**src/design/dfl_pkg.sv**
```systemverilog
// Shared types and constants for the dual frequency limit monitor.
`timescale 1ns / 1ps

package dfl_pkg;

    localparam int DIV_W = 20;
    localparam int DIV_CNT_W = 5;
    localparam logic [DIV_W-1:0] DIVIDEND = 20'd1000000;
    localparam logic [DIV_W-1:0] ZERO_CAP_QUOT = 20'd32767;

    localparam logic [7:0] REG_JUMP_THR = 8'd0;
    localparam logic [7:0] REG_LIMIT = 8'd1;
    localparam logic [7:0] REG_OFFSET = 8'd2;

    localparam logic [9:0] JUMP_THR_RST = 10'd1000;
    localparam logic [13:0] LIMIT_RST = 14'd5000;
    localparam logic signed [10:0] OFFSET_RST = 11'sd0;

    localparam logic [7:0] CNT_MAX = 8'hFF;
    localparam logic [7:0] ALARM_LEVEL = 8'd3;
    localparam logic [15:0] WIN_MIN_RST = 16'hFFFF;

    typedef struct packed {
        logic        cmd;
        logic [15:0] capture_a;
        logic [15:0] capture_b;
    } t_in_item;

    typedef struct packed {
        logic signed [15:0] freq_a;
        logic signed [15:0] freq_b;
        logic signed [15:0] period_a;
        logic signed [15:0] period_b;
        logic               over_a;
        logic               over_b;
        logic [7:0]         over_count_a;
        logic [7:0]         over_count_b;
        logic [7:0]         jump_count_a;
        logic [7:0]         jump_count_b;
        logic               jump_alarm;
    } t_out_item;

    typedef struct packed {
        logic [9:0]         jump_threshold;
        logic [13:0]        limit_hz;
        logic signed [10:0] offset_hz;
    } t_cfg;

    typedef struct packed {
        logic signed [15:0] freq;
        logic signed [15:0] period;
        logic               over;
        logic [7:0]         over_count;
        logic [7:0]         jump_count;
    } t_lane_res;

endpackage

```
**src/design/dfl_div.sv**
```systemverilog
// Iterative restoring divider: constant dividend over a 16-bit divisor, one bit per cycle.
`timescale 1ns / 1ps

module dfl_div
    import dfl_pkg::*;
(
    input  logic             i_clk,
    input  logic             i_rst_n,
    input  logic             i_start,
    input  logic [15:0]      i_divisor,
    output logic             o_done,
    output logic [DIV_W-1:0] o_quot
);

    logic                 r_busy, n_busy;
    logic                 r_done, n_done;
    logic [DIV_CNT_W-1:0] r_cnt, n_cnt;
    logic [15:0]          r_rem, n_rem;
    logic [DIV_W-1:0]     r_dvd, n_dvd;
    logic [DIV_W-1:0]     r_quot, n_quot;
    logic [15:0]          r_dsr, n_dsr;
    logic [16:0]          w_trial;
    logic                 w_ge;

    assign w_trial = {r_rem, r_dvd[DIV_W-1]};
    assign w_ge = w_trial >= {1'b0, r_dsr};

    always_comb begin
        n_busy = r_busy;
        n_done = 1'b0;
        n_cnt = r_cnt;
        n_rem = r_rem;
        n_dvd = r_dvd;
        n_quot = r_quot;
        n_dsr = r_dsr;
        if (i_start) begin
            n_busy = 1'b1;
            n_cnt = DIV_CNT_W'(DIV_W - 1);
            n_rem = '0;
            n_dvd = DIVIDEND;
            n_quot = '0;
            n_dsr = i_divisor;
        end else if (r_busy) begin
            n_rem = w_ge ? 16'(w_trial - {1'b0, r_dsr}) : w_trial[15:0];
            n_quot = {r_quot[DIV_W-2:0], w_ge};
            n_dvd = {r_dvd[DIV_W-2:0], 1'b0};
            n_cnt = r_cnt - 1'b1;
            if (r_cnt == '0) begin
                n_busy = 1'b0;
                n_done = 1'b1;
            end
        end
    end

    always_ff @(posedge i_clk) begin
        if (!i_rst_n) begin
            r_busy <= 1'b0;
            r_done <= 1'b0;
            r_cnt <= '0;
        end else begin
            r_busy <= n_busy;
            r_done <= n_done;
            r_cnt <= n_cnt;
        end
        r_rem <= n_rem;
        r_dvd <= n_dvd;
        r_quot <= n_quot;
        r_dsr <= n_dsr;
    end

    assign o_done = r_done;
    assign o_quot = r_quot;

endmodule

```
**src/design/dfl_lane.sv**
```systemverilog
// One channel lane: frequency and period division, limit crossing and window spread tracking.
`timescale 1ns / 1ps

module dfl_lane
    import dfl_pkg::*;
(
    input  logic        i_clk,
    input  logic        i_rst_n,
    input  logic        i_start,
    input  logic        i_clr,
    input  logic        i_win_end,
    input  logic [15:0] i_capture,
    input  t_cfg        i_cfg,
    output logic        o_done,
    output t_lane_res   o_res
);

    localparam logic [1:0] L_IDLE = 2'd0;
    localparam logic [1:0] L_FREQ = 2'd1;
    localparam logic [1:0] L_PER = 2'd2;

    logic [1:0]         r_state, n_state;
    logic               r_done, n_done;
    logic               r_cap_zero, n_cap_zero;
    logic               r_win_end, n_win_end;
    logic signed [15:0] r_freq, n_freq;
    logic signed [15:0] r_period, n_period;
    logic               r_above, n_above;
    logic [7:0]         r_over_cnt, n_over_cnt;
    logic [7:0]         r_jump_cnt, n_jump_cnt;
    logic [15:0]        r_max, n_max;
    logic [15:0]        r_min, n_min;

    logic               w_div_start;
    logic [15:0]        w_divisor;
    logic               w_div_done;
    logic [DIV_W-1:0]   w_quot;
    logic [DIV_W-1:0]   w_q;
    logic signed [21:0] w_sum;
    logic signed [15:0] w_freq;
    logic [15:0]        w_v;
    logic [15:0]        w_max;
    logic [15:0]        w_min;
    logic               w_over;
    logic               w_jump;

    dfl_div u_div (
        .i_clk     (i_clk),
        .i_rst_n   (i_rst_n),
        .i_start   (w_div_start),
        .i_divisor (w_divisor),
        .o_done    (w_div_done),
        .o_quot    (w_quot)
    );

    assign w_q = r_cap_zero ? ZERO_CAP_QUOT : w_quot;
    assign w_sum = $signed({2'b00, w_q}) + 22'(i_cfg.offset_hz);

    always_comb begin
        if (w_sum > 22'sd32767) begin
            w_freq = 16'sh7FFF;
        end else if (w_sum < -22'sd32768) begin
            w_freq = 16'sh8000;
        end else begin
            w_freq = w_sum[15:0];
        end
    end

    assign w_div_start = (r_state == L_IDLE && i_start && !i_clr)
                       || (r_state == L_FREQ && w_div_done);
    assign w_divisor = (r_state == L_IDLE) ? i_capture : w_freq;

    assign w_v = r_freq[15] ? 16'd0 : r_freq;
    assign w_max = (w_v >= r_max) ? w_v : r_max;
    assign w_min = (w_v <= r_min) ? w_v : r_min;
    assign w_over = r_freq > $signed({2'b00, i_cfg.limit_hz});
    assign w_jump = (w_max >= w_min) && ((w_max - w_min) > {6'd0, i_cfg.jump_threshold});

    always_comb begin
        n_state = r_state;
        n_done = 1'b0;
        n_cap_zero = r_cap_zero;
        n_win_end = r_win_end;
        n_freq = r_freq;
        n_period = r_period;
        n_above = r_above;
        n_over_cnt = r_over_cnt;
        n_jump_cnt = r_jump_cnt;
        n_max = r_max;
        n_min = r_min;
        case (r_state)
            L_IDLE: begin
                if (i_start) begin
                    if (i_clr) begin
                        n_freq = '0;
                        n_period = '0;
                        n_over_cnt = '0;
                        n_jump_cnt = '0;
                        n_done = 1'b1;
                    end else begin
                        n_cap_zero = (i_capture == '0);
                        n_win_end = i_win_end;
                        n_state = L_FREQ;
                    end
                end
            end
            L_FREQ: begin
                if (w_div_done) begin
                    n_freq = w_freq;
                    n_state = L_PER;
                end
            end
            L_PER: begin
                if (w_div_done) begin
                    if (r_freq <= 16'sd0) begin
                        n_period = -16'sd1;
                    end else if (w_quot > 20'd32767) begin
                        n_period = 16'sh7FFF;
                    end else begin
                        n_period = w_quot[15:0];
                    end
                    n_above = w_over;
                    if (w_over && !r_above && r_over_cnt != CNT_MAX) begin
                        n_over_cnt = r_over_cnt + 1'b1;
                    end
                    if (r_win_end) begin
                        if (w_jump && r_jump_cnt != CNT_MAX) begin
                            n_jump_cnt = r_jump_cnt + 1'b1;
                        end
                        n_max = '0;
                        n_min = WIN_MIN_RST;
                    end else begin
                        n_max = w_max;
                        n_min = w_min;
                    end
                    n_done = 1'b1;
                    n_state = L_IDLE;
                end
            end
            default: n_state = L_IDLE;
        endcase
    end

    always_ff @(posedge i_clk) begin
        if (!i_rst_n) begin
            r_state <= L_IDLE;
            r_done <= 1'b0;
            r_above <= 1'b0;
            r_over_cnt <= '0;
            r_jump_cnt <= '0;
            r_max <= '0;
            r_min <= WIN_MIN_RST;
        end else begin
            r_state <= n_state;
            r_done <= n_done;
            r_above <= n_above;
            r_over_cnt <= n_over_cnt;
            r_jump_cnt <= n_jump_cnt;
            r_max <= n_max;
            r_min <= n_min;
        end
        r_cap_zero <= n_cap_zero;
        r_win_end <= n_win_end;
        r_freq <= n_freq;
        r_period <= n_period;
    end

    assign o_done = r_done;
    assign o_res.freq = r_freq;
    assign o_res.period = r_period;
    assign o_res.over = r_above;
    assign o_res.over_count = r_over_cnt;
    assign o_res.jump_count = r_jump_cnt;

endmodule

```
**src/design/dfl_merge.sv**
```systemverilog
// Merge stage: combines both lane results into the output register.
`timescale 1ns / 1ps

module dfl_merge
    import dfl_pkg::*;
(
    input  logic      i_clk,
    input  logic      i_rst_n,
    input  logic      i_load,
    input  t_lane_res i_res_a,
    input  t_lane_res i_res_b,
    input  logic      i_out_ready,
    output logic      o_out_valid,
    output t_out_item o_out
);

    logic      r_valid, n_valid;
    t_out_item r_out, n_out;

    always_comb begin
        n_valid = r_valid;
        n_out = r_out;
        if (r_valid && i_out_ready) begin
            n_valid = 1'b0;
        end
        if (i_load) begin
            n_valid = 1'b1;
            n_out.freq_a = i_res_a.freq;
            n_out.freq_b = i_res_b.freq;
            n_out.period_a = i_res_a.period;
            n_out.period_b = i_res_b.period;
            n_out.over_a = i_res_a.over;
            n_out.over_b = i_res_b.over;
            n_out.over_count_a = i_res_a.over_count;
            n_out.over_count_b = i_res_b.over_count;
            n_out.jump_count_a = i_res_a.jump_count;
            n_out.jump_count_b = i_res_b.jump_count;
            n_out.jump_alarm = (i_res_a.jump_count >= ALARM_LEVEL)
                            || (i_res_b.jump_count >= ALARM_LEVEL);
        end
    end

    always_ff @(posedge i_clk) begin
        if (!i_rst_n) begin
            r_valid <= 1'b0;
        end else begin
            r_valid <= n_valid;
        end
        r_out <= n_out;
    end

    assign o_out_valid = r_valid;
    assign o_out = r_out;

endmodule

```
**src/design/dual_freq_limit_monitor.sv**
```systemverilog
// Top level of the dual frequency limit monitor: config registers, window position, sequencing.
//
// Channel  Direction  Handshake                      Payload
// in       input      i_in_valid / o_in_ready        i_in  (t_in_item)
// out      output     o_out_valid / i_out_ready      o_out (t_out_item)
// cfg      input      i_cfg_valid / o_cfg_ready      i_cfg_index, i_cfg_data
//
// A measure transaction runs two divisions in series (frequency, then period)
// in each lane's bit-serial divider; both lanes run in parallel.
// Reset is synchronous, active low; config is always ready.
// The next input is taken while a finished result waits in the output register;
// a lane result that finds the output register full waits in the lane.
`timescale 1ns / 1ps

module dual_freq_limit_monitor
    import dfl_pkg::*;
#(
    parameter int WINDOW = 30
) (
    input  logic        i_clk,
    input  logic        i_rst_n,
    input  logic        i_in_valid,
    output logic        o_in_ready,
    input  t_in_item    i_in,
    output logic        o_out_valid,
    input  logic        i_out_ready,
    output t_out_item   o_out,
    input  logic        i_cfg_valid,
    output logic        o_cfg_ready,
    input  logic [7:0]  i_cfg_index,
    input  logic [15:0] i_cfg_data
);

    localparam logic [4:0] WIN_LEN = 5'(WINDOW);

    localparam logic [1:0] T_IDLE = 2'd0;
    localparam logic [1:0] T_RUN = 2'd1;

    logic [1:0] r_state, n_state;
    t_cfg       r_cfg, n_cfg;
    logic [4:0] r_win_pos, n_win_pos;
    logic       r_done_a, n_done_a;
    logic       r_done_b, n_done_b;

    logic       w_accept;
    logic       w_clr;
    logic [4:0] w_pos_inc;
    logic       w_win_end;
    logic       w_done_a;
    logic       w_done_b;
    logic       w_both;
    logic       w_load;
    t_lane_res  w_res_a;
    t_lane_res  w_res_b;

    assign o_in_ready = (r_state == T_IDLE);
    assign o_cfg_ready = 1'b1;
    assign w_accept = i_in_valid && o_in_ready;
    assign w_clr = i_in.cmd;
    assign w_pos_inc = r_win_pos + 1'b1;
    assign w_win_end = (w_pos_inc == '0) || (w_pos_inc >= WIN_LEN);

    dfl_lane u_lane_a (
        .i_clk     (i_clk),
        .i_rst_n   (i_rst_n),
        .i_start   (w_accept),
        .i_clr     (w_clr),
        .i_win_end (w_win_end),
        .i_capture (i_in.capture_a),
        .i_cfg     (r_cfg),
        .o_done    (w_done_a),
        .o_res     (w_res_a)
    );

    dfl_lane u_lane_b (
        .i_clk     (i_clk),
        .i_rst_n   (i_rst_n),
        .i_start   (w_accept),
        .i_clr     (w_clr),
        .i_win_end (w_win_end),
        .i_capture (i_in.capture_b),
        .i_cfg     (r_cfg),
        .o_done    (w_done_b),
        .o_res     (w_res_b)
    );

    assign w_both = (r_done_a || w_done_a) && (r_done_b || w_done_b);
    assign w_load = (r_state == T_RUN) && w_both && (!o_out_valid || i_out_ready);

    dfl_merge u_merge (
        .i_clk       (i_clk),
        .i_rst_n     (i_rst_n),
        .i_load      (w_load),
        .i_res_a     (w_res_a),
        .i_res_b     (w_res_b),
        .i_out_ready (i_out_ready),
        .o_out_valid (o_out_valid),
        .o_out       (o_out)
    );

    always_comb begin
        n_cfg = r_cfg;
        if (i_cfg_valid) begin
            case (i_cfg_index)
                REG_JUMP_THR: n_cfg.jump_threshold = i_cfg_data[9:0];
                REG_LIMIT:    n_cfg.limit_hz = i_cfg_data[13:0];
                REG_OFFSET:   n_cfg.offset_hz = i_cfg_data[10:0];
                default:      n_cfg = r_cfg;
            endcase
        end
    end

    always_comb begin
        n_state = r_state;
        n_win_pos = r_win_pos;
        n_done_a = r_done_a;
        n_done_b = r_done_b;
        case (r_state)
            T_IDLE: begin
                if (w_accept) begin
                    n_state = T_RUN;
                    n_done_a = 1'b0;
                    n_done_b = 1'b0;
                    if (!w_clr) begin
                        n_win_pos = w_win_end ? 5'd0 : w_pos_inc;
                    end
                end
            end
            T_RUN: begin
                n_done_a = r_done_a || w_done_a;
                n_done_b = r_done_b || w_done_b;
                if (w_load) begin
                    n_state = T_IDLE;
                end
            end
            default: n_state = T_IDLE;
        endcase
    end

    always_ff @(posedge i_clk) begin
        if (!i_rst_n) begin
            r_state <= T_IDLE;
            r_win_pos <= '0;
            r_done_a <= 1'b0;
            r_done_b <= 1'b0;
            r_cfg.jump_threshold <= JUMP_THR_RST;
            r_cfg.limit_hz <= LIMIT_RST;
            r_cfg.offset_hz <= OFFSET_RST;
        end else begin
            r_state <= n_state;
            r_win_pos <= n_win_pos;
            r_done_a <= n_done_a;
            r_done_b <= n_done_b;
            r_cfg <= n_cfg;
        end
    end

endmodule

```
**config.mk**
```make
export PLATFORM = sky130hd
export DESIGN_NAME = dual_freq_limit_monitor
export DESIGN_NICKNAME = d
export VERILOG_FILES = /design/src/design/dfl_pkg.sv /design/src/design/dfl_div.sv /design/src/design/dfl_lane.sv /design/src/design/dfl_merge.sv /design/src/design/dual_freq_limit_monitor.sv
export SDC_FILE = /design/constraint.sdc
export NUM_CORES = 1
export LEC_CHECK = 0
export BUFFER_PORTS_ARGS = -buffer_cell sky130_fd_sc_hd__buf_2
export CORE_MARGIN = 5
export CORE_UTILIZATION = 45
export DETAILED_ROUTE_END_ITERATION = 10
export PLACE_DENSITY = 0.61
export SYNTH_ARGS = -nofsm -noshare
export SYNTH_HDL_FRONTEND = slang
export SYNTH_HIERARCHICAL = 1
export SYNTH_SLANG_ARGS = --single-unit
```
**constraint.sdc**
```tcl
create_clock -name i_clk -period 17.8 [get_ports i_clk]
set_clock_uncertainty 0.2 [all_clocks]
set_input_delay 0.89 -clock i_clk [delete_from_list [all_inputs] [get_ports i_clk]]
set_output_delay 0.89 -clock i_clk [all_outputs]
set_load 0.1 [all_outputs]
```
== After elaboration in Yosys (flattened, before gate mapping) ==
Index checks and enable logic that the tools add are counted.
Word-level totals
  logic and storage cells: 282
  input port bits: 62
  flip-flop bits (word level): 462
  output and inout port bits: 102
Cells by class
  muxes and demuxes: 85
  reduce and logical (&&, ||, !) cells: 71
  $lt $le $gt $ge: 23
  equal/unequal tests: 29
  add/sub/neg operators: 13
  bitwise gates (word level): 4
Operators with widths (count)
  $mux W16: 26
  $pmux W16 S2: 4
  $mux W8: 12
  $ge A16 B16 Y1: 4
  $pmux W8 S2: 4
  $sub A16 B16 Y16: 4
  $add A21 B11 Y22: 2
  $gt A22 B16 Y1 const B: 2
  $lt A22 B16 Y1 const B: 2
  $gt A20 B15 Y1 const B: 2
  $mux W20: 2
  $ge A17 B16 Y1: 2
  $add A8 B1 Y8 const B: 4
  $gt A16 B10 Y1: 2
  $gt A16 B15 Y1: 2
  $le A16 B1 Y1 const B: 2
  $le A16 B16 Y1: 2
  $logic_not A16 Y1: 2
  $ne A8 B8 Y1 const B: 4
  $mux W15: 2
  $mux W5: 5
  $reduce_and A4 Y1: 6
  $logic_and A1 B1 Y1: 19
  $ne A2 B1 Y1 const B: 9
  27 further kinds: 100

== Logic depth before layout (Yosys ltp) ==
  depth in word-level cells: 11
  depth in mapped cells: 34
  gate-level depth less buffers: 31

== By module ==
The synthesis kept the hierarchy.
Modules (own cells, without submodules)
  dfl_lane at u_lane_a: seq. area each 2062.0 µm², area an instance 7731.2 µm², times used 1, cells each 939
  dfl_lane at u_lane_b: seq. area each 2062.0 µm², area an instance 7687.4 µm², times used 1, cells each 928
  dfl_div: seq. area each 1621.6 µm², area an instance 3817.4 µm², times used 2, cells each 403
  dfl_merge: seq. area each 2992.9 µm², area an instance 3051.7 µm², times used 1, cells each 107
  dual_freq_limit_monitor: seq. area each 860.8 µm², area an instance 1793.0 µm², times used 1, cells each 189

== Worst setup path before layout ==
OpenSTA, ideal clock, no wires.
  path type: flip-flop to flip-flop
  from: register u_lane_b.r_freq[15]
  to: register u_lane_b.r_jump_cnt[7]
  path buffers: 5
  data arrival time: 6221 ps
  required time: 17528 ps
  slack: 11308 ps
  clock period less this slack: 6492 ps
  cell stages (with the launch flop): 33
  setup time: 72 ps
  cell sequence: edfxtp_1 -> clkbuf_1 -> buf_1 -> nor2_1 -> inv_1 -> ha_1 -> nand2b_1 -> maj3_1 -> a21oi_1 -> a221o_1 -> nand2_1 -> a21oi_1 -> buf_2 -> clkbuf_1 -> mux2_2 -> ha_1 -> o21a_1 -> o31a_1 -> o21ai_0 -> nand2b_1 -> a21o_1 -> a21oi_1 -> xnor2_1 -> ha_1 -> nand4_1 -> o32a_1 -> o21ai_0 -> nand4bb_1 -> nor4_1 -> a31oi_1 -> buf_2 -> nand4_1 -> mux2i_1
Between the ends
  cells in the longest elaborated chain, start to end: 9
  elaborated cells between the ends (all ways): 12
  those cells by class: add/sub (1); order compare (4); eq/ne (1); mux (3); reduce/logical (3)
RTL lines
  start, declared: RTL line dfl_lane.sv:26  | logic signed [15:0] r_freq, n_freq;
  start signal, assigned: RTL line dfl_lane.sv:164  | r_freq <= n_freq;
  $mux W15 (*): RTL line dfl_lane.sv:73  | assign w_v = r_freq[15] ? 16'd0 : r_freq;
  $ge A16 B16 Y1 or $le A16 B16 Y1 (tied branches): RTL line dfl_lane.sv:74, dfl_lane.sv:75
  $mux W16 (on tied branches): RTL line dfl_lane.sv:74, dfl_lane.sv:75
  $sub A16 B16 Y16: RTL line dfl_lane.sv:77  | assign w_jump = (w_max >= w_min) && ((w_max - w_min) > {6'd0, i_cfg.jump_threshold});
  $gt A16 B10 Y1: RTL line dfl_lane.sv:77
  $logic_and A1 B1 Y1 (*): RTL line dfl_lane.sv:77
  $logic_and A1 B1 Y1 (*): RTL line dfl_lane.sv:127  | if (w_jump && r_jump_cnt != CNT_MAX) begin
  $ne A2 B1 Y1 (no source line) (*)
  $reduce_and A6 Y1 (no source line) (*)
  end signal, assigned: RTL line dfl_lane.sv:158  | r_jump_cnt <= n_jump_cnt;
  end, declared: RTL line dfl_lane.sv:30  | logic [7:0] r_jump_cnt, n_jump_cnt;
Every way passes the cells marked *; elsewhere a longest branch is shown, timed or not.
A chain may end at the register's enable or synchronous reset.

== Worst setup path in the final report ==
  from: register u_lane_b.r_freq[15]
  to: register u_lane_b.r_jump_cnt[6]
Same word-level chain as after synthesis.

==> flow_summary.toml <==
[outcome]
status = "complete, no violations"

[worst_setup_path]
crit_arrival_ps = 7860
worst-path-max-fanout = 22
end_kind = "register"
critPathLaunchType = "register"
cp_slowest_cell = "edfxtp_1"
crit_path_frequent_cell = "ha_1"
path_class = "register to register"
path_buf_inv = 2
slowest_delay_ps = 710
worstPathRequired_ps = 18110
crit_family = "compound AO/OA/AOI/OAI gates"

[clock_tree]
cts_tree = "built"
post_cts_buffers = 0
cts_root_buf = "clkbuf_16"
path_clk_slew_ps = 60
cts_buffers = 54
htreeDepth = 2
hold_buffers = 0
cts_buffer_depth = 3
cts_sinks = 461
clock_latency_ps = 620
postCtsResizedCells = 0

[placed_design]
place.port_buffers = 160
place.gp.congestion = 0.924
hpwl_mm = 55.6
place_ws_ps = 10410
placed_area_sq_mm = 0.0292

[timing]
setup_tns_ps = 0
setup_viol = 0
slew_violations = 0
setup_slack_ps = 10260
finalCriticalPeriod_ps = 7540
rsz0062_at_grt = "false"
worst_pin_slew_ps = 1350
relSlewSlack_pct = 9.73
fin_crit_sh_pct = 42.4
timing_hold_violations_final = 0
max_freq_ghz = 0.133
hold_ws_ps = 216

[floorplan]
start_util_pct = 45.3
dieArea_sq_mm = 0.0671
core_sq_mm = 0.0616
pin_count = 164
die_y_microns = 259
die_w_microns = 259
rows = 91

[logic_synthesis]
yosysUniqueCellTypes = 109
synth.avg_cell_area_sq_um = 9.40
synthTopCellsByArea = "edfxtp_1, dfxtp_1, ha_1"
netlist_instances = 2969
synthesis.nets = 3249
synth_area_leader_cell = "edfxtp_1"
synth_top_area_share_pct = 21.4
yosysSeqAreaShare_pct = 40.2
syn_area_sq_mm = 0.0279
synth_most_common_cell = "dfxtp_1"
postSynth.asyncResetShare_pct = 0
synthTopCellsByCount = "dfxtp_1, nor2_1, ha_1"
synth_ff_type = "dfxtp_1"
synth_edf_count = 199
ys_ff_latch = 461
ys_warn_count = 6

[layout]
final_area_sq_mm = 0.0311
drive_above_1_share_pct = 12.8
fin_nets = 3333
area_growth_pct = 11.6
utilization_pct = 50.5

[job]
max-cap-violations = 0

[global_routing]
antenna_found_initial = 7
grt_max_degree = 65
grt.total_usage_pct = 21.5
grt_pass1_wl_mm = 118
grt-ovfl-total = 0
grt_pass1_vias = 21760

[detailed_routing]
detail-route-antenna-nets = 0
via_count = 22612
wire_per_inst_microns = 19.0
wl_met3_mm = 4.49
wl_met2_mm = 33.8
top_layer = "met5"
routed_via_density = 5.74
routed_wl_mm = 74.8
drt_pass1_iterations = 6
wl_met1_mm = 34.4
drc = 0
drt-initial-drc-count = 1857

[min_path]
hold_class = "register to register"

[power]
irDropWorstVdd_mv = 0.0839
powerDensity_mw_per_mm2 = 99.2
leakage_nw = 12.9
## layer usage
metal	vias to the layer above	GRT usage, %
met5	-	0
met4	8	6.39
met3	124	3.07
met2	629	34.8
met1	10791	30.1
li1	11060	-
## metrics by stage
step	cells	power (mW)
after floorplan	2969	1.77
after global placement	3834	1.92
after detailed placement	3834	1.93
after CTS	3936	3.11
after global routing	3936	3.24
final	3937	3.09
## cells in the final DEF, fill, tap and decap left out, drive strengths merged, types with 22 or more instances in the layout
cell type,netlist,routed
a211oi,22,22
a21o,66,66
a21oi,166,166
a221o,22,22
a311oi,23,23
and3,24,24
buf,61,183
clkbuf,94,68
dfxtp,262,262
edfxtp,199,199
ha,212,212
inv,205,216
mux2i,92,92
nand2,174,174
nand2b,40,40
nand3,103,103
nand4,33,33
nor2,246,246
nor2b,93,93
nor3,47,47
nor4,35,35
o211ai,29,29
o21a,59,59
o21ai,167,167
o22a,32,32
or2,36,36
xnor2,66,66
xor2,28,28
## cell families after synthesis
logic type	Yosys count	synth area share (%)
xor gates and xnor gates	94	2.95
muxes	110	4.03
adders and majority gates	222	10.1
buffers and inverters	360	5.27
DFF	461	40.2
AOI/OAI and AO/OA	798	20.3
and+or+nand+nor	921	17.1
other	3	0.0404
## path summary, 6_finish.rpt
| path | end | start | depth (start not counted) | slack (ps) |
|---|---|---|---|---|
| max reg2reg | u_lane_b/r_jump_cnt[6] | u_lane_b/r_freq[15] | 26 | 10260 |
| max | u_lane_b/r_jump_cnt[6] | u_lane_b/r_freq[15] | 26 | 10260 |
| min reg2reg | u_merge/o_out[37] | u_lane_b/r_period[2] | 0 | 220 |
| min | u_merge/o_out[37] | u_lane_b/r_period[2] | 0 | 220 |
## cell type report
class	count	area [sq um]
Fill cell	5667	30500
Multi-Input combinational cell	2148	15200
Sequential cell	461	11200
Clock buffer	68	1490
Tap cell	837	1050
Timing Repair Buffer	183	976
Inverter	205	769
Clock inverter	34	408
Antenna cell	1	2.50
## report_power, final
group	total (mW)	internal, mW	switching [mW]
combinational	0.697	0.272	0.425
clock	1.17	0.692	0.474
sequential	1.22	1.17	0.0557
## flip-flops by register name (all words and copies together) (netlist names), 16 cells and up
register,count
u_lane_a/r_period,16
u_merge/o_out,99
u_lane_b/r_freq,16
r_cfg,35
u_lane_a/r_freq,16
u_lane_a/r_max,16
u_lane_b/u_div/r_dsr,16
u_lane_b/u_div/r_rem,16
u_lane_b/r_min,16
u_lane_a/u_div/r_rem,16
u_lane_b/r_period,16
u_lane_a/r_min,16
u_lane_b/u_div/o_quot,20
u_lane_b/r_max,16
u_lane_a/u_div/r_dsr,16
u_lane_a/u_div/o_quot,20
Power figures use the tool's default switching activity.
